File: src/sv/assert_macros.svh
// assertion macros shared by the lexer rtl
`ifndef ASSERT_MACROS_SVH
`define ASSERT_MACROS_SVH
`ifndef NO_ASSERTIONS
// same-cycle implication, clocked on clk, off during rst
`define CDL_ASSERT_NOW(lbl, ante, cons, msg) \
  lbl: assert property (@(posedge clk) disable iff (rst) (ante) |-> (cons)) else $error(msg);
// next-cycle implication, clocked on clk, off during rst
`define CDL_ASSERT_NEXT(lbl, ante, cons, msg) \
  lbl: assert property (@(posedge clk) disable iff (rst) (ante) |=> (cons)) else $error(msg);
`else
`define CDL_ASSERT_NOW(lbl, ante, cons, msg)
`define CDL_ASSERT_NEXT(lbl, ante, cons, msg)
`endif
`endif

File: src/sv/cdl_ram.sv
// generic simple dual-port ram with registered read
`timescale 1ns / 1ps
`default_nettype none
module cdl_ram #(
  parameter int WIDTH = 8,
  parameter int DEPTH = 16
) (
  input  wire logic                     clk,
  input  wire logic                     we,
  input  wire logic [$clog2(DEPTH)-1:0] waddr,
  input  wire logic [WIDTH-1:0]         wdata,
  input  wire logic [$clog2(DEPTH)-1:0] raddr,
  output logic      [WIDTH-1:0]         rdata
);

  logic [WIDTH-1:0] mem [DEPTH];

  // write port
  always_ff @(posedge clk) begin
    if (we) begin
      mem[waddr] <= wdata;
    end
  end

  // registered read port
  always_ff @(posedge clk) begin
    rdata <= mem[raddr];
  end

endmodule
`default_nettype wire

File: config.mk
export PLATFORM = sky130hd
export DESIGN_NAME = cdl_ram
export DESIGN_NICKNAME = d
export VERILOG_FILES = /design/src/sv/assert_macros.svh /design/src/sv/cdl_ram.sv
export SDC_FILE = /design/constraint.sdc
export NUM_CORES = 1
export LEC_CHECK = 0
export BUFFER_PORTS_ARGS = -buffer_cell sky130_fd_sc_hd__buf_2
export CAP_MARGIN = 20
export CORE_ASPECT_RATIO = 0.75
export CORE_UTILIZATION = 60
export DETAILED_ROUTE_END_ITERATION = 16
export GPL_TIMING_DRIVEN = 0
export PLACE_DENSITY = 0.79
export SETUP_SLACK_MARGIN = 0.15
export SYNTH_ARGS = -nofsm -noshare
export SYNTH_HDL_FRONTEND = slang
export SYNTH_SLANG_ARGS = --single-unit
File: constraint.sdc
create_clock -name clk -period 1.81 [get_ports clk]
set_input_delay 0.0905 -clock clk [delete_from_list [all_inputs] [get_ports clk]]
set_output_delay 0.0905 -clock clk [all_outputs]
set_load 0.02 [all_outputs]
==> impl_metrics.py, run 1 <==
metrics = {
    "yosys": {
        "gate_count_after_technology_mapping": 229,
        "yosysWarningCount": 0,
        "avgSynthCellArea_sq_um": 22.5,
        "ys_seq_area_frac": 0.778,
        "synth_fp_nets": 247,
        "netlist-cell-type-count": 19,
        "yosys_register_bits": 136,
        "mapped_cell_area_sq_um": 5150,
    },
    "die": {
        "floorplan.io_pins": 26,
        "dieHeight_microns": 82.2,
        "starting_density_of_the_core": 0.636,
        "dieArea_sq_um": 8960,
        "floorplan.die.width_microns": 109,
        "core_region_area_sq_um": 8090,
        "rows": 28,
    },
    "finish": {
        "non_filler_instance_count_after_layout": 394,
        "num_antenna_cells": 0,
        "filler_cell_count": 449,
        "area_taken_by_flip_flops_and_latches_sq_um": 4000,
        "final_common_cell": "sky130_fd_sc_hd__edfxtp_1",
        "fraction_of_final_layout_cells_sized_beyond_drive_strength_1": 0.287,
        "highest_count_cells_in_the_layout_ignoring_fill_and_taps": "sky130_fd_sc_hd__edfxtp_1, sky130_fd_sc_hd__buf_2, sky130_fd_sc_hd__mux4_2",
        "multi_input_area_sq_um": 1060,
        "syn2layout_area_growth_pct": 16.9,
        "design.final.nets": 294,
    },
    "routing": {
        "initialDrtViolationCount": 306,
        "drt-pass1-iter-count": 4,
        "detailroute.via_count": 2449,
        "final_antenna_violating_net_count": 0,
        "wirelength_mm": 9.83,
        "drt-wirelength-per-cell_microns": 24.9,
        "drcViolationCount": 0,
        "dr_vias_cell": 6.22,
    },
    "outcome": {
        "run_status": "finished, final reports clean",
    },
    "clock_network": {
        "cts.reportedPaths.clkPinSlew_ns": 0.06,
        "cts_post_setup_buffers_inserted": 0,
        "max_root_sink_buffers": 2,
        "number_of_h_tree_levels": 4,
        "clock_sinks": 136,
        "clock_tree.root_cell": "sky130_fd_sc_hd__clkbuf_16",
        "cts_made_buffers": 17,
        "holdBufCountCts": 0,
        "tritoncts": "built",
        "post_cts_resize_count": 0,
        "worst_skew_pair.late_latency_ns": 0.42,
    },
    "critical_path": {
        "crit_path_start_kind": "primary input",
        "critical_path_data_required_time_ns": 1.94,
        "timing.critical_path.to_type": "flip-flop",
        "worstSetupPathType": "primary input to flip-flop",
        "worst-path-max-fanout": 5,
        "critical_path_arrival_ns": 1.59,
    },
    "pwr": {
        "leakage_nw": 2.05,
        "power.ir.vdd_worst_uv": 1010,
        "pwr_density_cell_nw_per_um2": 1230,
    },
    "placed_design": {
        "place.detailed.hpwl_mm": 6.20,
        "gp_congestion": 0.753,
        "place.port_buffers": 24,
        "place.detailed.instances": 361,
    },
    "timing": {
        "max_slew_margin": 0.444,
        "rsz0062_at_grt": "no",
        "timing.fmax_mhz": 685,
        "report.final.hold_viol_count": 0,
        "holdWs_ns": 0.0670,
        "setup_violations_final": 0,
        "finalMaxSlewViolations": 0,
        "min_period_over_period": 0.807,
        "pin_slew_with_the_least_headroom_to_its_limit_ns": 0.831,
        "fin_skew_ns": 0.00434,
        "min_period_ns": 1.46,
    },
    "grt": {
        "grt_util_met2": 0.366,
        "first_global_vias": 2460,
        "gr-max-usage-layer": "met2",
        "grt_pass1_wl_mm": 14.6,
        "grt_use_met1": 0.355,
        "grtUsageMet3": 0.0911,
        "antenna_found_initial": 0,
        "largest_net_degree_at_the_start_of_global_routing": 17,
        "groute.usage.overall": 0.252,
        "overflow": 0,
    },
    "min_path": {
        "min-delay-path-class": "primary input to flip-flop",
    },
    "run": {
        "timing.max_cap.violations": 0,
    },
}
[power by group]
part | switching, W | internal, W
logic | 0.000219 | 0.000141
registers | 0.0000169 | 0.00352
clock network | 0.00120 | 0.00227
[sequential cells by signal, indices dropped and copies added (netlist names)]
| name | cells |
|---|---|
| mem | 128 |
| rdata | 8 |
[kinds of logic after synthesis]
logic type      after synthesis  synth area share
flops                       136             0.778
simple gates                 35            0.0318
mux                          32             0.150
compound gates               16            0.0233
buf+inv                      10            0.0168
[cells in the mapped netlist]
cell type                         instances  area share
sky130_fd_sc_hd__nor3_1                   4      0.0039
sky130_fd_sc_hd__clkdlybuf4s25_2          3      0.0058
sky130_fd_sc_hd__a22oi_1                 16       0.023
sky130_fd_sc_hd__buf_2                    3      0.0029
sky130_fd_sc_hd__buf_6                    3      0.0066
sky130_fd_sc_hd__nand3_1                  1     0.00097
sky130_fd_sc_hd__nand2_1                  9      0.0066
sky130_fd_sc_hd__nor2b_1                  1      0.0012
sky130_fd_sc_hd__mux4_2                  18       0.079
sky130_fd_sc_hd__buf_4                    1      0.0015
sky130_fd_sc_hd__edfxtp_1               128        0.75
sky130_fd_sc_hd__and2_1                   1      0.0012
sky130_fd_sc_hd__nor2_1                  13      0.0095
sky130_fd_sc_hd__dfxtp_1                  8       0.031
sky130_fd_sc_hd__nand2b_1                 2      0.0024
sky130_fd_sc_hd__or3b_2                   1      0.0017
sky130_fd_sc_hd__mux4_1                  14       0.071
sky130_fd_sc_hd__nand3b_1                 2      0.0029
sky130_fd_sc_hd__and2b_1                  1      0.0015
[area by class of cell]
cell class,count,area share
Buffer,10,0.0143
Multi-Input combinational cell,83,0.176
Clock inverter,12,0.0260
Timing Repair Buffer,28,0.0241
Tap cell,105,0.0218
Clock buffer,20,0.0726
Sequential cell,136,0.665
[worst max-delay path, stage by stage]
cell and delay (ns):
sky130_fd_sc_hd__buf_2 0.13, sky130_fd_sc_hd__or3b_2 0.52, sky130_fd_sc_hd__nor3_1 0.56, sky130_fd_sc_hd__buf_4 0.28
[path summary, 6_finish.rpt]
kind                                           from                   end  slack, ns  depth (start not counted)
worst max-delay path                       waddr[2]   mem[0][7]$_DFFE_PP_       0.35                          4
worst min-delay path                       wdata[6]  mem[10][6]$_DFFE_PP_       0.07                          1
worst max register to register  mem[8][4]$_DFFE_PP_      rdata[4]$_DFF_P_       0.37                          3
worst min register to register  mem[3][1]$_DFFE_PP_      rdata[1]$_DFF_P_       0.70                          3
[through the flow]
| step | cell area [sq um] | setup slack [ns] | TNS [ns] | utilization | total power [W] |
|---|---|---|---|---|---|
| floorplan | 5150 | 0.227 | 0 | - | 0.00381 |
| global placement | 5400 | -0.381 | -3.40 | 0.667 | 0.00395 |
| detailed placement | 5420 | -0.0903 | -0.493 | 0.670 | 0.00396 |
| CTS | 6010 | 0.337 | 0 | 0.743 | 0.00741 |
| global route | 6020 | 0.274 | 0 | 0.744 | 0.00758 |
| finish | 6020 | 0.350 | 0 | 0.744 | 0.00737 |
[routing by layer]
layer	up-vias	part of all wire
met2	113	0.46
met5	-	0
met4	0	0.015
li1	1069	-
met1	1253	0.41
met3	14	0.10
(Power assumes the default switching activity.)
==> inputs of run 2 (changes only) <==
--- a/config.mk
+++ b/config.mk
@@ -8,10 +8,10 @@
 export BUFFER_PORTS_ARGS = -buffer_cell sky130_fd_sc_hd__buf_2
 export CAP_MARGIN = 20
 export CORE_ASPECT_RATIO = 0.75
-export CORE_UTILIZATION = 60
+export CORE_UTILIZATION = 54
 export DETAILED_ROUTE_END_ITERATION = 16
 export GPL_TIMING_DRIVEN = 0
-export PLACE_DENSITY = 0.79
+export PLACE_DENSITY = 0.75
 export SETUP_SLACK_MARGIN = 0.15
 export SYNTH_ARGS = -nofsm -noshare
 export SYNTH_HDL_FRONTEND = slang
==> constraint.sdc (replaced) <==
create_clock -name clk -period 1.3 [get_ports clk]
set_input_delay 0.065 -clock clk [delete_from_list [all_inputs] [get_ports clk]]
set_output_delay 0.065 -clock clk [all_outputs]
set_load 0.02 [all_outputs]
==> impl_metrics.py, run 2 (synthesis gave the netlist of run 1 again) <==
metrics = {
    "clock_network": {
        "worst_skew_pair.late_latency_ns": 0.42,
        "holdBufCountCts": 0,
        "clock_tree.root_cell": "sky130_fd_sc_hd__clkbuf_16",
        "tritoncts": "built",
        "cts_made_buffers": 17,
        "max_root_sink_buffers": 2,
        "cts.reportedPaths.clkPinSlew_ns": 0.06,
        "number_of_h_tree_levels": 4,
        "clock_sinks": 136,
    },
    "finish": {
        "largest_reg_flops": 128,
        "multi_input_area_sq_um": 1090,
        "fraction_of_final_layout_cells_sized_beyond_drive_strength_1": 0.347,
        "final_common_cell": "sky130_fd_sc_hd__edfxtp_1",
        "syn2layout_area_growth_pct": 18.2,
        "area_taken_by_flip_flops_and_latches_sq_um": 4000,
        "reg_top3": "mem (128), rdata (8)",
        "non_filler_instance_count_after_layout": 413,
        "num_antenna_cells": 0,
        "filler_cell_count": 622,
        "utilization": 0.664,
        "largest_register": "mem",
        "design.final.nets": 290,
        "highest_count_cells_in_the_layout_ignoring_fill_and_taps": "sky130_fd_sc_hd__edfxtp_1, sky130_fd_sc_hd__buf_2, sky130_fd_sc_hd__mux4_2",
    },
    "critical_path": {
        "timing.critical_path.to_type": "flip-flop",
        "timing.reg2reg.worst_path_depth": 3,
        "critical_path_arrival_ns": 1.63,
        "worst-path-max-fanout": 1,
        "critical_path_data_required_time_ns": 1.59,
        "worstSetupPathType": "flip-flop to flip-flop",
        "crit_path_start_kind": "flip-flop",
    },
    "timing": {
        "pin_slew_with_the_least_headroom_to_its_limit_ns": 0.783,
        "max_slew_margin": 0.475,
        "finalMaxSlewViolations": 0,
        "min_period_ns": 1.34,
        "rsz0062_at_grt": "yes",
        "fin_ws_ns": -0.0398,
        "report.final.hold_viol_count": 0,
        "totalNegativeSetupSlack_ns": -0.0619,
        "min_period_over_period": 1.03,
        "setup_violations_final": 5,
        "fin_skew_ns": 0.0111,
        "holdWs_ns": 0.0497,
        "timing.fmax_mhz": 746,
    },
    "grt": {
        "first_global_vias": 2344,
        "overflow": 0,
        "largest_net_degree_at_the_start_of_global_routing": 17,
        "groute.usage.overall": 0.232,
        "antenna_found_initial": 0,
        "grt_pass1_wl_mm": 15.0,
    },
    "placed_design": {
        "gp_congestion": 0.717,
        "place.detailed.instances": 381,
        "place.detailed.hpwl_mm": 6.22,
        "place.port_buffers": 24,
        "dp_worst_setup_slack_ns": -0.217,
    },
    "routing": {
        "dr_vias_cell": 5.79,
        "drt-wirelength-per-cell_microns": 24.4,
        "final_antenna_violating_net_count": 0,
        "drt-pass1-iter-count": 4,
        "drcViolationCount": 0,
        "wirelength_mm": 10.1,
        "detailroute.via_count": 2391,
        "initialDrtViolationCount": 273,
    },
    "die": {
        "core_region_area_sq_um": 9160,
        "dieArea_sq_um": 9930,
        "rows": 30,
        "floorplan.die.width_microns": 115,
        "dieHeight_microns": 86.6,
        "starting_density_of_the_core": 0.562,
        "floorplan.io_pins": 26,
    },
    "pwr": {
        "pwr_density_cell_nw_per_um2": 1700,
        "power.ir.vdd_worst_uv": 1180,
        "leakage_nw": 2.02,
    },
    "run": {
        "timing.max_cap.violations": 0,
    },
    "min_path": {
        "min-delay-path-class": "primary input to flip-flop",
        "worstHoldPathCells": 1,
    },
    "outcome": {
        "run_status": "finished with violations",
        "violated_checks": "negative setup slack",
    },
}
run 2: timing repair:
action	CTS	global route
resized for setup	7	3
buffers inserted	0	0
cloned	0	0
endpoints found under the setup margin	8	17
pin swaps	3	1
run 2: path summary, 6_finish.rpt:
path | start | endpoint | slack, ns
worst max-delay path | mem[6][2]$_DFFE_PP_ | rdata[2]$_DFF_P_ | -0.04
worst max register to register | mem[6][2]$_DFFE_PP_ | rdata[2]$_DFF_P_ | -0.04
worst min-delay path | wdata[7] | mem[4][7]$_DFFE_PP_ | 0.05
worst min register to register | mem[11][1]$_DFFE_PP_ | rdata[1]$_DFF_P_ | 0.69
run 2: routing by layer:
metal	share of wire	up-vias	track usage
met4	0.0065	0	0.0779
met3	0.074	9	0.0734
met1	0.46	1236	0.352
met2	0.46	82	0.323
met5	0	-	0
li1	-	1064	-
run 2: stage by stage:
stage | area, sq um | power (W)
floorplan | 5190 | 0.00531
global placement | 5470 | 0.00552
CTS | 6070 | 0.0104
global route | 6080 | 0.0107
finish | 6080 | 0.0104
detailed placement | 5470 | 0.00553
run 2: power by group:
group	internal (W)	switching, W
clock	0.00317	0.00173
sequential	0.00490	0.0000255
combinational	0.000205	0.000319
total	0.00828	0.00208
run 2: area by class of cell:
cell class	instances	area share
clock inverters	15	0.0302
flip-flops and latches	136	0.658
plain buffers	10	0.0154
well taps	128	0.0263
repair buffers	24	0.0197
clock buffers	17	0.0699
multi-input cells	83	0.180
run 2: worst max-delay path: stages, from the launching register on:
cell	delay (ns)
sky130_fd_sc_hd__edfxtp_1	0.38
sky130_fd_sc_hd__mux4_2	0.54
sky130_fd_sc_hd__a22oi_2	0.20
sky130_fd_sc_hd__nand2_1	0.09
