### src/sv/assert_macros.svh
// assertion macros shared by the lexer rtl
`ifndef ASSERT_MACROS_SVH
`define ASSERT_MACROS_SVH
`ifndef NO_ASSERTIONS
// same-cycle implication, clocked on clk, off during rst
`define CDL_ASSERT_NOW(lbl, ante, cons, msg) \
  lbl: assert property (@(posedge clk) disable iff (rst) (ante) |-> (cons)) else $error(msg);
// next-cycle implication, clocked on clk, off during rst
`define CDL_ASSERT_NEXT(lbl, ante, cons, msg) \
  lbl: assert property (@(posedge clk) disable iff (rst) (ante) |=> (cons)) else $error(msg);
`else
`define CDL_ASSERT_NOW(lbl, ante, cons, msg)
`define CDL_ASSERT_NEXT(lbl, ante, cons, msg)
`endif
`endif

### src/sv/cdl_pkg.sv
// types and constants of the character class lexer
`timescale 1ns / 1ps
`default_nettype none
package cdl_pkg;

  // default sizes of the automaton
  localparam int DEF_STATES = 16;
  localparam int DEF_RULES  = 8;

  // fixed field widths
  localparam int FUNC_W  = 3;
  localparam int STATE_W = 4;
  localparam int RULE_W  = 3;
  localparam int WORD_W  = 2;
  localparam int CLASS_W = 64;
  localparam int TOKEN_W = 8;
  localparam int CHAR_W  = 8;

  // item function codes
  typedef enum logic [FUNC_W-1:0] {
    FN_CLASS   = 3'd0,
    FN_RULE    = 3'd1,
    FN_ATTR    = 3'd2,
    FN_RESTART = 3'd3,
    FN_CHAR    = 3'd4
  } func_t;

  // controller states
  typedef enum logic [2:0] {
    ST_CLEAR,
    ST_IDLE,
    ST_SCAN,
    ST_ATTR,
    ST_DONE
  } ctl_state_t;

  // one rule slot
  typedef struct packed {
    logic               used;
    logic               invert;
    logic [STATE_W-1:0] target;
  } rule_t;

  // per-state attributes
  typedef struct packed {
    logic               is_final;
    logic [TOKEN_W-1:0] token;
  } attr_t;

  // one result word
  typedef struct packed {
    logic               dead;
    logic [STATE_W-1:0] next_state;
    logic               accepting;
    logic [TOKEN_W-1:0] token_res;
  } result_t;

  // controller status seen by the top level
  typedef struct packed {
    logic clearing;
    logic busy;
  } ctl_status_t;

endpackage
`default_nettype wire

### src/sv/cdl_ctrl.sv
// lexer controller: clearing pass, load writes, rule scan and result register
`timescale 1ns / 1ps
`default_nettype none
module cdl_ctrl #(
  parameter int STATES          = cdl_pkg::DEF_STATES,
  parameter int RULES_PER_STATE = cdl_pkg::DEF_RULES,
  localparam int SW   = $clog2(STATES),
  localparam int DR   = STATES * RULES_PER_STATE,
  localparam int AWR  = (DR > 1) ? $clog2(DR) : 1,
  localparam int AWC  = AWR + cdl_pkg::WORD_W
) (
  input  wire logic                           clk,
  input  wire logic                           rst,
  // input channel
  input  wire logic                           in_valid,
  output logic                                in_stall,
  input  wire logic [cdl_pkg::FUNC_W-1:0]     func,
  input  wire logic [cdl_pkg::STATE_W-1:0]    state_index,
  input  wire logic [cdl_pkg::RULE_W-1:0]     rule_index,
  input  wire logic [cdl_pkg::WORD_W-1:0]     word_index,
  input  wire logic [cdl_pkg::CLASS_W-1:0]    class_word,
  input  wire logic [cdl_pkg::STATE_W-1:0]    target_state,
  input  wire logic                           invert,
  input  wire logic                           rule_used,
  input  wire logic                           is_final,
  input  wire logic [cdl_pkg::TOKEN_W-1:0]    token,
  input  wire logic [cdl_pkg::CHAR_W-1:0]     character,
  // output channel
  output logic                                out_valid,
  input  wire logic                           out_stall,
  output cdl_pkg::result_t                    out_res,
  output cdl_pkg::ctl_status_t                status,
  // rule memory
  output logic                                rule_we,
  output logic [AWR-1:0]                      rule_waddr,
  output logic [$bits(cdl_pkg::rule_t)-1:0]   rule_wdata,
  output logic [AWR-1:0]                      rule_raddr,
  input  wire logic [$bits(cdl_pkg::rule_t)-1:0] rule_rdata,
  // class memory
  output logic                                class_we,
  output logic [AWC-1:0]                      class_waddr,
  output logic [cdl_pkg::CLASS_W-1:0]         class_wdata,
  output logic [AWC-1:0]                      class_raddr,
  input  wire logic [cdl_pkg::CLASS_W-1:0]    class_rdata,
  // state attribute memory
  output logic                                attr_we,
  output logic [SW-1:0]                       attr_waddr,
  output logic [$bits(cdl_pkg::attr_t)-1:0]   attr_wdata,
  output logic [SW-1:0]                       attr_raddr,
  input  wire logic [$bits(cdl_pkg::attr_t)-1:0] attr_rdata
);

  localparam int IW = $clog2(RULES_PER_STATE + 1);

  cdl_pkg::ctl_state_t st, st_next;
  logic [SW-1:0]                cur, cur_next;
  logic                         dead_flag, dead_flag_next;
  logic [AWR-1:0]               clr, clr_next;
  logic [IW-1:0]                iss, iss_next;
  logic                         chk, chk_next;
  logic                         chk_last, chk_last_next;
  logic [cdl_pkg::CHAR_W-1:0]   chr, chr_next;
  cdl_pkg::result_t             res, res_next;
  cdl_pkg::result_t             out_res_next;
  logic                         out_valid_next;

  logic                         st_ok;
  logic                         slot_ok;
  logic [AWR-1:0]               slot_in;
  logic                         issue;
  logic                         hit;
  cdl_pkg::rule_t               rl;
  cdl_pkg::attr_t               at;

  // range checks and load address
  assign st_ok   = 32'(state_index) < 32'(STATES);
  assign slot_ok = st_ok && (32'(rule_index) < 32'(RULES_PER_STATE));
  assign slot_in = AWR'(32'(state_index) * 32'(RULES_PER_STATE) + 32'(rule_index));

  // scan read side
  assign issue = 32'(iss) < 32'(RULES_PER_STATE);
  assign rl    = cdl_pkg::rule_t'(rule_rdata);
  assign at    = cdl_pkg::attr_t'(attr_rdata);
  assign hit   = class_rdata[chr[5:0]];

  assign rule_raddr  = AWR'(32'(cur) * 32'(RULES_PER_STATE) + 32'(iss));
  assign class_raddr = {rule_raddr, chr[7:6]};
  assign class_waddr = {slot_in, word_index};
  assign class_wdata = class_word;

  assign in_stall        = (st != cdl_pkg::ST_IDLE);
  assign status.clearing = (st == cdl_pkg::ST_CLEAR);
  assign status.busy     = (st != cdl_pkg::ST_IDLE);

  // state and work registers
  always_ff @(posedge clk) begin
    if (rst) begin
      st        <= cdl_pkg::ST_CLEAR;
      cur       <= '0;
      dead_flag <= 1'b0;
      clr       <= '0;
      out_valid <= 1'b0;
    end else begin
      st        <= st_next;
      cur       <= cur_next;
      dead_flag <= dead_flag_next;
      clr       <= clr_next;
      out_valid <= out_valid_next;
    end
  end

  // payload registers
  always_ff @(posedge clk) begin
    iss      <= iss_next;
    chk      <= chk_next;
    chk_last <= chk_last_next;
    chr      <= chr_next;
    res      <= res_next;
    out_res  <= out_res_next;
  end

  // next state and memory control
  always_comb begin
    st_next        = st;
    cur_next       = cur;
    dead_flag_next = dead_flag;
    clr_next       = clr;
    iss_next       = iss;
    chk_next       = chk;
    chk_last_next  = chk_last;
    chr_next       = chr;
    res_next       = res;
    out_res_next   = out_res;
    out_valid_next = out_valid && out_stall;

    rule_we    = 1'b0;
    rule_waddr = slot_in;
    rule_wdata = {rule_used, invert, target_state};
    class_we   = 1'b0;
    attr_we    = 1'b0;
    attr_waddr = SW'(state_index);
    attr_wdata = {is_final, token};
    attr_raddr = SW'(state_index);

    unique case (st)
      cdl_pkg::ST_CLEAR: begin
        // sweep rule and attribute stores to zero
        rule_we    = 1'b1;
        rule_waddr = clr;
        rule_wdata = '0;
        attr_we    = 32'(clr) < 32'(STATES);
        attr_waddr = SW'(clr);
        attr_wdata = '0;
        clr_next   = clr + AWR'(1);
        if (clr == AWR'(DR - 1)) begin
          st_next = cdl_pkg::ST_IDLE;
        end
      end
      cdl_pkg::ST_IDLE: begin
        if (in_valid) begin
          res_next = '0;
          st_next  = cdl_pkg::ST_DONE;
          unique case (cdl_pkg::func_t'(func))
            cdl_pkg::FN_CLASS: begin
              class_we = slot_ok;
            end
            cdl_pkg::FN_RULE: begin
              rule_we = slot_ok;
            end
            cdl_pkg::FN_ATTR: begin
              attr_we = st_ok;
            end
            cdl_pkg::FN_RESTART: begin
              if (st_ok) begin
                cur_next            = SW'(state_index);
                dead_flag_next      = 1'b0;
                res_next.next_state = state_index;
                st_next             = cdl_pkg::ST_ATTR;
              end
            end
            cdl_pkg::FN_CHAR: begin
              if (dead_flag) begin
                res_next.dead = 1'b1;
              end else begin
                chr_next = character;
                iss_next = '0;
                chk_next = 1'b0;
                st_next  = cdl_pkg::ST_SCAN;
              end
            end
            default: begin
            end
          endcase
        end
      end
      cdl_pkg::ST_SCAN: begin
        // issue the next rule read, check the one read last cycle
        chk_next      = issue;
        chk_last_next = 32'(iss) == 32'(RULES_PER_STATE - 1);
        if (issue) begin
          iss_next = iss + IW'(1);
        end
        if (chk && rl.used && (hit != rl.invert)) begin
          if (32'(rl.target) < 32'(STATES)) begin
            cur_next            = SW'(rl.target);
            res_next.next_state = rl.target;
            attr_raddr          = SW'(rl.target);
            st_next             = cdl_pkg::ST_ATTR;
          end else begin
            dead_flag_next = 1'b1;
            res_next.dead  = 1'b1;
            st_next        = cdl_pkg::ST_DONE;
          end
        end else if (chk && chk_last) begin
          dead_flag_next = 1'b1;
          res_next.dead  = 1'b1;
          st_next        = cdl_pkg::ST_DONE;
        end
      end
      cdl_pkg::ST_ATTR: begin
        // attributes of the new state are on the read port
        res_next.accepting = at.is_final;
        res_next.token_res = at.token;
        st_next            = cdl_pkg::ST_DONE;
      end
      cdl_pkg::ST_DONE: begin
        // hand the word to the output register once it is free
        if (!out_valid || !out_stall) begin
          out_res_next   = res;
          out_valid_next = 1'b1;
          st_next        = cdl_pkg::ST_IDLE;
        end
      end
      default: begin
        st_next = cdl_pkg::ST_IDLE;
      end
    endcase
  end

endmodule
`default_nettype wire

### config.mk
export PLATFORM = sky130hd
export DESIGN_NAME = cdl_ctrl
export DESIGN_NICKNAME = d
export VERILOG_FILES = /design/src/sv/assert_macros.svh /design/src/sv/cdl_pkg.sv /design/src/sv/cdl_ctrl.sv
export SDC_FILE = /design/constraint.sdc
export NUM_CORES = 1
export LEC_CHECK = 0
export ABC_AREA = 1
export BUFFER_PORTS_ARGS = -buffer_cell sky130_fd_sc_hd__buf_2
export CAP_MARGIN = 10
export CELL_PAD_IN_SITES_DETAIL_PLACEMENT = 0
export CELL_PAD_IN_SITES_GLOBAL_PLACEMENT = 2
export CORE_UTILIZATION = 18
export CTS_BUF_LIST = sky130_fd_sc_hd__clkbuf_8
export DETAILED_ROUTE_END_ITERATION = 10
export PLACE_DENSITY_LB_ADDON = 0.3
export SETUP_SLACK_MARGIN = 0.15
export SYNTH_ARGS = -nofsm -noshare
export SYNTH_HDL_FRONTEND = slang
export SYNTH_SLANG_ARGS = --single-unit
### constraint.sdc
create_clock -name clk -period 2 [get_ports clk]
set_clock_uncertainty 0.2 [all_clocks]
set_input_delay 0.4 -clock clk [delete_from_list [all_inputs] [get_ports clk]]
set_output_delay 0.4 -clock clk [all_outputs]
set_load 0.1 [all_outputs]
==> flow_summary_export.csv, run 1 <==
group,metric,value,unit
clocking,cts_made_buffers,9,
power_and_ir_drop,p_leak,3.25,nW
global_routing,use_met1,14.4,%
setup_path,slowest_delay,0.48,ns
clocking,root_buffer,"clkbuf_8",
floorplan,start_util,18.6,%
logic_synthesis,synth_largest_area_cell,"edfxtp_1",
cells_and_area,mostFrequentLayoutCells,"buf_2, nand2_1, inv_1",
logic_synthesis,yosysSeqAreaShare,38.5,%
logic_synthesis,synth_fa_ha_area_share,1.22,%
setup_path,endpoint_kind,"primary output",
detailed_routing,wire_per_inst,14.7,um
place,io_buffers,189,
floorplan,dieArea,23400,sq um
logic_synthesis,syn_avg_cell_area,7.51,sq um
sta,finalSetupTns,-19.50,ns
hold_path,min_path_type,"input pin to register",
detailed_routing,drt_iter0_drc,88,
logic_synthesis,synthXorXnorAreaFrac,0.852,%
sta,min_period_over_period,153,%
logic_synthesis,synthArstFlopShare,0,%
sta,min_period,3.05,ns
logic_synthesis,synth_area_leaders,"edfxtp_1, buf_4, nand2_1, dfxtp_1, nand3_1",
setup_path,path_cells,"buf_6 -> clkinv_8 -> nand2_2 -> nand3_2 -> nand3_2 -> nand2_2 -> nand2_1 -> nand3_2 -> nand3_4 -> nand2_4 -> nand2_8 -> nand4_4 -> o21ai_4 -> buf_12",
detailed_routing,drc,0,
sta,hold_viol,0,
setup_path,path_max_fanout,8,
detailed_routing,drt-vias-per-instance,4.12,
logic_synthesis,synth_top_family_by_area,"simple AND/OR/NAND/NOR gates",
global_routing,grt_use_met2,19.0,%
sta,slew_headroom,63.3,%
cells_and_area,areaGrowthSynthToFinish,75.8,%
logic_synthesis,netlist_area,4110,sq um
floorplan,num_rows,54,
global_routing,grt-busiest-layer,"met2",
global_routing,grt_first_pass_wirelength,22.7,mm
logic_synthesis,synth_compound_area_share,5.94,%
clocking,insertion_delay,0.35,ns
clocking,htreeDepth,3,
place,dp_hpwl,11.1,mm
logic_synthesis,synth_cell_types,34,
power_and_ir_drop,powerDensity,405,nW/um^2
flow_run,maxCapViolations,0,
cells_and_area,diodes,0,
sta,max_freq,0.328,GHz
logic_synthesis,synthFlopType,"edfxtp_1",
sta,worst_pin_slew,0.551,ns
sta,layout_setup_ws,-1.05,ns
sta,grt_setup_unrepaired,"yes",
global_routing,grt_pass1_vias,4280,
status,outcome,"complete, but fails checks",
sta,finalMaxSlewViolations,0,
detailed_routing,totalWireLength,14.8,mm
cells_and_area,layout_commonest_cell,"buf_2",
detailed_routing,postRouteAntennaNets,0,
detailed_routing,num_vias,4142,
clocking,cts_tree,"yes",
status,violations,"setup timing",
setup_path,worst-path-buf-inv,3,
clocking,clk_path_buf_depth,2,
logic_synthesis,ys_ff_latch,58,
cells_and_area,layout.nets,906,
global_routing,grt_usage,12.4,%
setup_path,required,1.40,ns
logic_synthesis,syn_inst,547,
floorplan,die_h,153,um
logic_synthesis,synth.area.mux_share,0,%
detailed_routing,drtPass1Iterations,4,
global_routing,overflow,0,
setup_path,startpoint_type,"register",
logic_synthesis,synth-simple-area-share,27.9,%
global_routing,use_met3,7.34,%
setup_path,slowest_stage,"edfxtp_1",
cells_and_area,drive_above_1_share,58.1,%
floorplan,fp.dieW,153,um
setup_path,critPathTopFamily,"simple AND/OR/NAND/NOR gates",
clocking,cts.sinks,58,
floorplan,core,22100,sq um
floorplan,io_pins,322,
global_routing,grt_max_degree,24,
logic_synthesis,synth_edf_count,42,
setup_path,critPathKind,"register to primary output",
logic_synthesis,synth_top_area_share,30.7,%
place,gp_congestion,0.768,
sta,setup_viol,53,
power_and_ir_drop,vdd_ir_drop_max,0.000206,V
power_and_ir_drop,p_total,2.92,mW
logic_synthesis,synth_fp_nets,733,
setup_path,path_common_cell,"nand3_2",
cells_and_area,fill_cells,2271,
logic_synthesis,synth_warnings,0,
clocking,clkTransAtPathRegs,0.07,ns
global_routing,antenna_found_initial,0,
setup_path,critical_path_arrival,2.45,ns
==> layout make-up <==
class                      instances  area (sq um)  area share [%]
timing repair inverter             3          33.8           0.467
inverter                          70           289            4.00
tap                              280           350            4.85
multi-input combinational        313          2340            32.4
sequential                        58          1590            22.0
timing repair buffer             265          2440            33.7
clock inverter                     6          52.6           0.727
clock buffer                      10           138            1.90
==> report_power, final <==
part	total [mW]	internal (mW)	switching, mW
Combinational	0.574	0.221	0.353
Clock	1.06	0.592	0.472
Sequential	1.29	1.28	0.00493
==> synthesized netlist by cell type (6+ instances only) <==
master,n
a21oi_1,10
buf_4,90
buf_6,6
clkbuf_1,9
dfxtp_1,16
edfxtp_1,42
inv_1,67
nand2_1,120
nand3_1,56
nor2_1,59
nor3_1,7
o21ai_0,18
o21ai_1,8
==> what timing repair did <==
action | CTS | global route
gates cloned | 6 | 3
setup buffers | 14 | 8
pin swaps | 11 | 36
resized for setup | 76 | 85
endpoints found under the hold margin | 4 | 1
setup endpoints to repair | 86 | 76
hold buffers | 4 | 1
==> state kept, by name, summed over array words and instances, names as in the netlist <==
signal	count
iss	4
chk	1
chr	8
cur	4
clr	7
out_res	14
out_valid	1
st	3
dead_flag	1
chk_last	1
res	14
==> logic make-up after synthesis <==
family / Yosys count
AOI/OAI and AO/OA: 45
xor gates and xnor gates: 4
DFF: 58
buffers and inverters: 177
adders and majority gates: 4
and+or+nand+nor: 259
==> per-stage QoR <==
step | area, sq um | hold slack [ns] | utilization, % | std cells | setup slack (ns)
after floorplan | 4610 | 0.200 | - | 547 | -0.989
after global placement | 6060 | 0.201 | 27.4 | 953 | -0.685
after detailed placement | 6060 | 0.206 | 27.4 | 953 | -0.732
after CTS | 6760 | 0.00200 | 30.6 | 993 | -1.04
after global routing | 7230 | 0.00431 | 32.7 | 1005 | -1.24
final | 7230 | 0.0401 | 32.7 | 1005 | -1.05
==> worst register-to-register path: stages, from the launching register on <==
cell and delay [ns]:
edfxtp_1 0.48, buf_6 0.19, clkinv_8 0.09, nand2_2 0.08, nand3_2 0.06, nand3_2 0.09
nand2_2 0.06, nand2_1 0.08, nand3_2 0.10, nand3_4 0.11, nand2_4 0.07, nand2_8 0.09
nand4_4 0.16, buf_6 0.17, buf_4 0.12, buf_4 0.13, nor3b_2 0.15
==> layer usage <==
metal	vias up	part of all wire, %
li1	2016	-
met1	1890	41
met2	211	45
met3	23	12
met4	2	1.6
met5	-	0.31
==> final timing paths <==
| check | cells past startpoint | slack [ns] | endpoint | from |
|---|---|---|---|---|
| hold / removal | 1 | 0.04 | chr[3]$_DFFE_PP_ | character[3] |
| setup reg to reg | 16 | -0.71 | res[13]$_SDFFCE_PP1P_ | chr[0]$_DFFE_PP_ |
| setup / recovery | 14 | -1.05 | attr_raddr[3] | chr[0]$_DFFE_PP_ |
| hold reg to reg | 0 | 0.22 | out_res[9]$_DFFE_PP_ | res[9]$_DFFE_PP_ |
No activity file was read; power rests on OpenSTA's default activity.
==> inputs of run 2 (changes only) <==
==> constraint.sdc (replaced) <==
create_clock -name clk -period 2.51 [get_ports clk]
set_clock_uncertainty 0.2 [all_clocks]
set_input_delay 0.502 -clock clk [delete_from_list [all_inputs] [get_ports clk]]
set_output_delay 0.502 -clock clk [all_outputs]
set_load 0.1 [all_outputs]
==> run 2 against run 1 <==
  * The flow still finishes with violations (setup timing)
  * Worst hold slack better by 0.077 ns
  * Non-clock buffer count down 39
  * Combinational power down 27%
  * Setup slack better by 0.42 ns
  * Clock-buffer cell count unchanged
  * Utilization down 4.3 points
  * Via count down 5.3%
  * Total power down 18%
  * Sequential share of layout area up 3.4 points
  * Die area unchanged
  * Cell count down 4.3%
  * Largest power group unchanged
  * Highest routed layer is now met4
==> flow_summary_export.csv, run 2 (synthesis results as in run 1) <==
group,metric,value,unit
status,outcome,"complete, but fails checks",
status,violations,"setup timing",
floorplan,fp.dieW,153,um
detailed_routing,wire_per_inst,14.4,um
flow_run,maxCapViolations,0,
hold_path,min_from,"character[7]",
global_routing,grt_usage,11.4,%
floorplan,io_pins,322,
sta,setup_viol,7,
global_routing,grt_first_pass_wirelength,20.5,mm
setup_path,path_max_fanout,8,
setup_path,r2r_setup_slack,-0.13,ns
power_and_ir_drop,p_total,2.41,mW
setup_path,slowest_delay,0.45,ns
clocking,clkTransAtPathRegs,0.08,ns
floorplan,die_h,153,um
power_and_ir_drop,vdd_ir_drop_max,0.000169,V
power_and_ir_drop,powerDensity,384,nW/um^2
detailed_routing,drc,0,
cells_and_area,final_util,28.4,%
setup_path,path_common_cell,"nand2_1",
setup_path,r2r-end,"res[13]$_SDFFCE_PP1P_",
detailed_routing,postRouteAntennaNets,0,
floorplan,core,22100,sq um
setup_path,slowest_stage,"edfxtp_1",
cells_and_area,instances_no_fill,962,
global_routing,antenna_found_initial,0,
clocking,cts_made_buffers,9,
clocking,root_buffer,"clkbuf_8",
place,dp_hpwl,10.7,mm
sta,min_period_over_period,125,%
clocking,clk_path_buf_depth,2,
setup_path,path_cells,"inv_4 -> clkbuf_16 -> nand2_1 -> nand3_1 -> nand3_1 -> nand2_1 -> nand2_1 -> nand3_2 -> nand3_4 -> nand2_2 -> nand2_4 -> nand4_4 -> clkbuf_16 -> o21ai_4 -> buf_12",
sta,max_freq,0.319,GHz
detailed_routing,num_vias,3923,
global_routing,grt_max_degree,33,
power_and_ir_drop,p_leak,2.88,nW
place,io_buffers,189,
setup_path,critPathKind,"register to primary output",
cells_and_area,layout.nets,863,
clocking,insertion_delay,0.36,ns
hold_path,min_path_type,"input pin to register",
global_routing,grt_pass1_vias,3903,
sta,min_period,3.14,ns
sta,finalMaxSlewViolations,0,
sta,layout_setup_ws,-0.628,ns
cells_and_area,areaGrowthSynthToFinish,52.5,%
setup_path,crit_path_start,"chr[0]$_DFFE_PP_",
cells_and_area,fill_cells,2367,
detailed_routing,drt_iter0_drc,112,
cells_and_area,drive_above_1_share,47.2,%
place,dp_cells,928,
detailed_routing,drt-vias-per-instance,4.08,
setup_path,worst-path-buf-inv,4,
cells_and_area,mostFrequentLayoutCells,"buf_2, nand2_1, inv_1",
setup_path,rr_worst_depth,16,
cells_and_area,multi_input_area,1990,sq um
clocking,htreeDepth,3,
detailed_routing,drtPass1Iterations,4,
place,gp_congestion,0.809,
sta,slew_headroom,65.0,%
cells_and_area,diodes,0,
setup_path,required,1.81,ns
floorplan,start_util,18.6,%
setup_path,critical_path_arrival,2.44,ns
sta,grt_setup_unrepaired,"yes",
cells_and_area,reg_top3,"out_res: 14 flops, res: 14 flops, chr: 8 flops",
hold_path,min_path_cells,1,
floorplan,dieArea,23400,sq um
sta,hold_viol,0,
clocking,cts.sinks,58,
setup_path,endpoint_kind,"primary output",
clocking,cts_tree,"yes",
hold_path,holdPathEnd,"chr[7]$_DFFE_PP_",
detailed_routing,totalWireLength,13.8,mm
cells_and_area,layout_commonest_cell,"buf_2",
setup_path,r2r_start,"chr[0]$_DFFE_PP_",
clocking,cts_hold_buf,0,
global_routing,overflow,0,
floorplan,num_rows,54,
setup_path,startpoint_type,"register",
cells_and_area,regArea,1590,sq um
setup_path,critPathTopFamily,"simple AND/OR/NAND/NOR gates",
sta,worst_pin_slew,0.529,ns
[run 2: changes by cell type in the layout (fill, tap and decap cells not counted), moves of 17 or more]
cell,before,now
nand2_2,26,9
nand3_2,29,5
nand2_1,78,106
nand3_1,26,51
buf_12,49,31
buf_4,46,24
[run 2: timing repair]
item,in CTS,in global routing
gates resized for setup,34,61
pin swaps,7,14
gates cloned,1,3
buffers inserted,10,4
endpoints found under the setup margin,48,37
[run 2: metal layers]
layer,vias to the layer above,global-route usage (%),part of all wire (%)
met4,0,3.75,1.4
li1,1918,-,-
met3,19,5.84,12
met1,1776,13.5,43
met5,-,0,0
met2,210,17.6,44
[run 2: worst reg2reg max path: cells and delay by family, from the launching register on]
kind | cells | cell delay (ns)
simple gates | 11 | 0.93
flops | 1 | 0.47
buf+inv | 5 | 0.72
[run 2: power by group]
part | internal [mW] | switching (mW) | total, mW | leakage, nW
clock | 0.573 | 0.395 | 0.968 | 0.118
combinational | 0.155 | 0.264 | 0.419 | 2.24
sequential | 1.02 | 0.00353 | 1.02 | 0.525
total | 1.75 | 0.663 | 2.41 | 2.88
[run 2: cell type report]
type | count | area share, %
Tap cell | 280 | 5.59
Clock buffer | 10 | 2.20
Clock inverter | 6 | 1.20
Multi-Input combinational cell | 312 | 31.8
Timing Repair Buffer | 226 | 29.5
Inverter | 70 | 4.35
Sequential cell | 58 | 25.3
[run 2: per-stage QoR]
step / setup slack, ns / cell area (sq um) / hold slack, ns / setup TNS [ns]
after global placement: -0.189 / 5510 / 0.203 / -0.752
after floorplan: -0.581 / 4470 / 0.200 / -2.89
after global routing: -0.806 / 6270 / 0.0907 / -4.72
after CTS: -0.633 / 5920 / 0.0836 / -2.52
final: -0.628 / 6270 / 0.117 / -2.64
after detailed placement: -0.197 / 5510 / 0.205 / -0.768
[run 2: worst max-delay path by stage]
stage,endpoint,slack (ns),depth (start not counted)
finish,attr_raddr[0],-0.63,15
global placement,attr_raddr[0],-0.19,16
CTS,attr_raddr[3],-0.63,15
global route,attr_raddr[2],-0.81,14
detailed placement,attr_raddr[2],-0.20,16
floorplan,class_we,-0.58,7
==> inputs of run 3 (changes only) <==
--- a/config.mk
+++ b/config.mk
@@ -13,7 +13,7 @@
 export CORE_UTILIZATION = 18
 export CTS_BUF_LIST = sky130_fd_sc_hd__clkbuf_8
 export DETAILED_ROUTE_END_ITERATION = 10
-export PLACE_DENSITY_LB_ADDON = 0.3
+export PLACE_DENSITY = 0.84
 export SETUP_SLACK_MARGIN = 0.15
 export SYNTH_ARGS = -nofsm -noshare
 export SYNTH_HDL_FRONTEND = slang
==> run 3 against run 2 <==
  * Largest cell class is now non-clock buffers
  * The flow still finishes with violations (setup timing)
  * Critical path type unchanged
  * Clock power grew 9.5%
  * Global-route usage grew 0.34 points
  * Register-to-register slack lost 0.41 ns
  * Sequential power is essentially flat
==> flow_summary_export.csv, run 3 (synthesis results as in run 1) <==
group,metric,value,unit
status,outcome,"complete, but fails checks",
status,violations,"setup timing",
setup_path,path_max_fanout,9,
detailed_routing,totalWireLength,14.2,mm
place,dp_hpwl,10.4,mm
cells_and_area,diodes,0,
global_routing,grt_max_degree,25,
place,gp_congestion,0.771,
place,dp_cells,927,
global_routing,overflow,0,
clocking,cts_made_buffers,9,
sta,layout_setup_ws,-0.608,ns
clocking,root_buffer,"clkbuf_8",
hold_path,holdPathEnd,"chr[7]$_DFFE_PP_",
floorplan,die_h,153,um
detailed_routing,drc,0,
setup_path,required,1.81,ns
cells_and_area,layout_commonest_cell,"buf_2",
sta,setup_viol,15,
place,io_buffers,189,
floorplan,io_pins,322,
hold_path,min_from,"character[7]",
hold_path,min_path_cells,1,
global_routing,grt_first_pass_wirelength,21.2,mm
sta,grt_setup_unrepaired,"yes",
floorplan,core,22100,sq um
power_and_ir_drop,p_leak,3.14,nW
setup_path,rr_worst_depth,25,
global_routing,antenna_found_initial,0,
global_routing,grt_usage,11.7,%
cells_and_area,areaGrowthSynthToFinish,68.9,%
sta,min_period_over_period,124,%
setup_path,critPathKind,"register to primary output",
setup_path,r2r_start,"chr[0]$_DFFE_PP_",
setup_path,critical_path_arrival,2.42,ns
detailed_routing,drt_iter0_drc,177,
detailed_routing,postRouteAntennaNets,0,
cells_and_area,drive_above_1_share,55.9,%
detailed_routing,drtPass1Iterations,4,
detailed_routing,wire_per_inst,14.3,um
power_and_ir_drop,vdd_ir_drop_max,0.000233,V
clocking,cts_tree,"yes",
power_and_ir_drop,powerDensity,366,nW/um^2
sta,max_freq,0.321,GHz
setup_path,r2r_setup_slack,-0.54,ns
clocking,htreeDepth,3,
flow_run,maxCapViolations,0,
detailed_routing,drt-vias-per-instance,4.09,
setup_path,startpoint_type,"register",
global_routing,grt_pass1_vias,4028,
sta,finalSetupTns,-7.65,ns
sta,worst_pin_slew,0.579,ns
hold_path,min_path_type,"input pin to register",
cells_and_area,reg_top3,"out_res: 14 flops, res: 14 flops, chr: 8 flops",
sta,finalMaxSlewViolations,0,
floorplan,start_util,18.6,%
cells_and_area,fill_cells,2291,
floorplan,dieArea,23400,sq um
setup_path,endpoint_kind,"primary output",
sta,slew_headroom,61.4,%
detailed_routing,num_vias,4043,
clocking,insertion_delay,0.35,ns
sta,min_period,3.12,ns
clocking,cts.sinks,58,
cells_and_area,mostFrequentLayoutCells,"buf_2, nand2_1, inv_1",
floorplan,fp.dieW,153,um
cells_and_area,layout.nets,889,
cells_and_area,instances_no_fill,988,
floorplan,num_rows,54,
clocking,clk_path_buf_depth,2,
sta,hold-worst-slack,0.122,ns
sta,hold_viol,0,
clocking,clkTransAtPathRegs,0.07,ns
setup_path,r2r-end,"st[2]$_SDFFE_PP0P_",
==> run 3: how the worst max path moves through the flow <==
stage / slack (ns) / endpoint / from / depth (start not counted)
floorplan: -0.58 / class_we / st[1]$_SDFFE_PP0P_ / 7
global placement: -0.27 / attr_raddr[0] / chr[0]$_DFFE_PP_ / 15
detailed placement: -0.30 / attr_raddr[2] / chr[0]$_DFFE_PP_ / 15
CTS: -0.60 / attr_raddr[2] / chr[0]$_DFFE_PP_ / 15
global route: -0.76 / attr_raddr[2] / chr[0]$_DFFE_PP_ / 16
finish: -0.61 / attr_raddr[2] / chr[0]$_DFFE_PP_ / 16
==> run 3: layer usage <==
| metal | track usage, % | vias up | wire [um] |
|---|---|---|---|
| li1 | - | 1975 | - |
| met1 | 13.9 | 1828 | 5930 |
| met2 | 18.8 | 227 | 6650 |
| met3 | 5.27 | 13 | 1460 |
| met4 | 3.46 | 0 | 140 |
| met5 | 0 | - | 0 |
==> run 3: worst max-delay path, cell delays in order, from the launching register on <==
cell	delay (ns)
edfxtp_1	0.43
buf_12	0.19
clkbuf_16	0.16
nand2_2	0.06
nand3_1	0.07
nand3_1	0.10
nand2_1	0.05
nand2_1	0.07
nand3_2	0.09
nand3_4	0.12
nand2_4	0.05
nand2_4	0.07
nand4_4	0.08
buf_12	0.16
nand2_1	0.10
o21ai_4	0.07
buf_12	0.16
==> run 3: through the flow <==
step,cell area [sq um],setup slack [ns],power (mW),utilization [%]
2_1_floorplan,4470,-0.581,1.77,-
3_3_place_gp,5650,-0.265,1.45,25.6
3_5_place_dp,5650,-0.296,1.45,25.6
4_1_cts,6320,-0.600,2.57,28.6
5_1_grt,6940,-0.765,2.67,31.4
6_report,6940,-0.608,2.54,31.4
==> run 3: area by class of cell <==
type	count	area [sq um]	area share (%)
Clock buffer	9	124	1.78
Clock inverter	7	110	1.59
Inverter	70	290	4.18
Multi-Input combinational cell	312	2210	31.9
Sequential cell	58	1590	22.9
Tap cell	280	350	5.05
Timing Repair Buffer	250	2250	32.4
Timing Repair inverter	2	18.8	0.270
==> run 3: repair_timing <==
item	4_1_cts	5_1_grt
endpoints found under the setup margin	53	50
resized for setup	59	110
cloned	3	4
pin swaps	8	14
hold buffers	0	0
setup buffers	24	14
==> run 3: report_power, final <==
part           internal (mW)  switching, mW  total [mW]
combinational          0.182          0.275       0.457
clock                  0.651          0.410        1.06
sequential              1.02        0.00584        1.02
total                   1.85          0.691        2.54
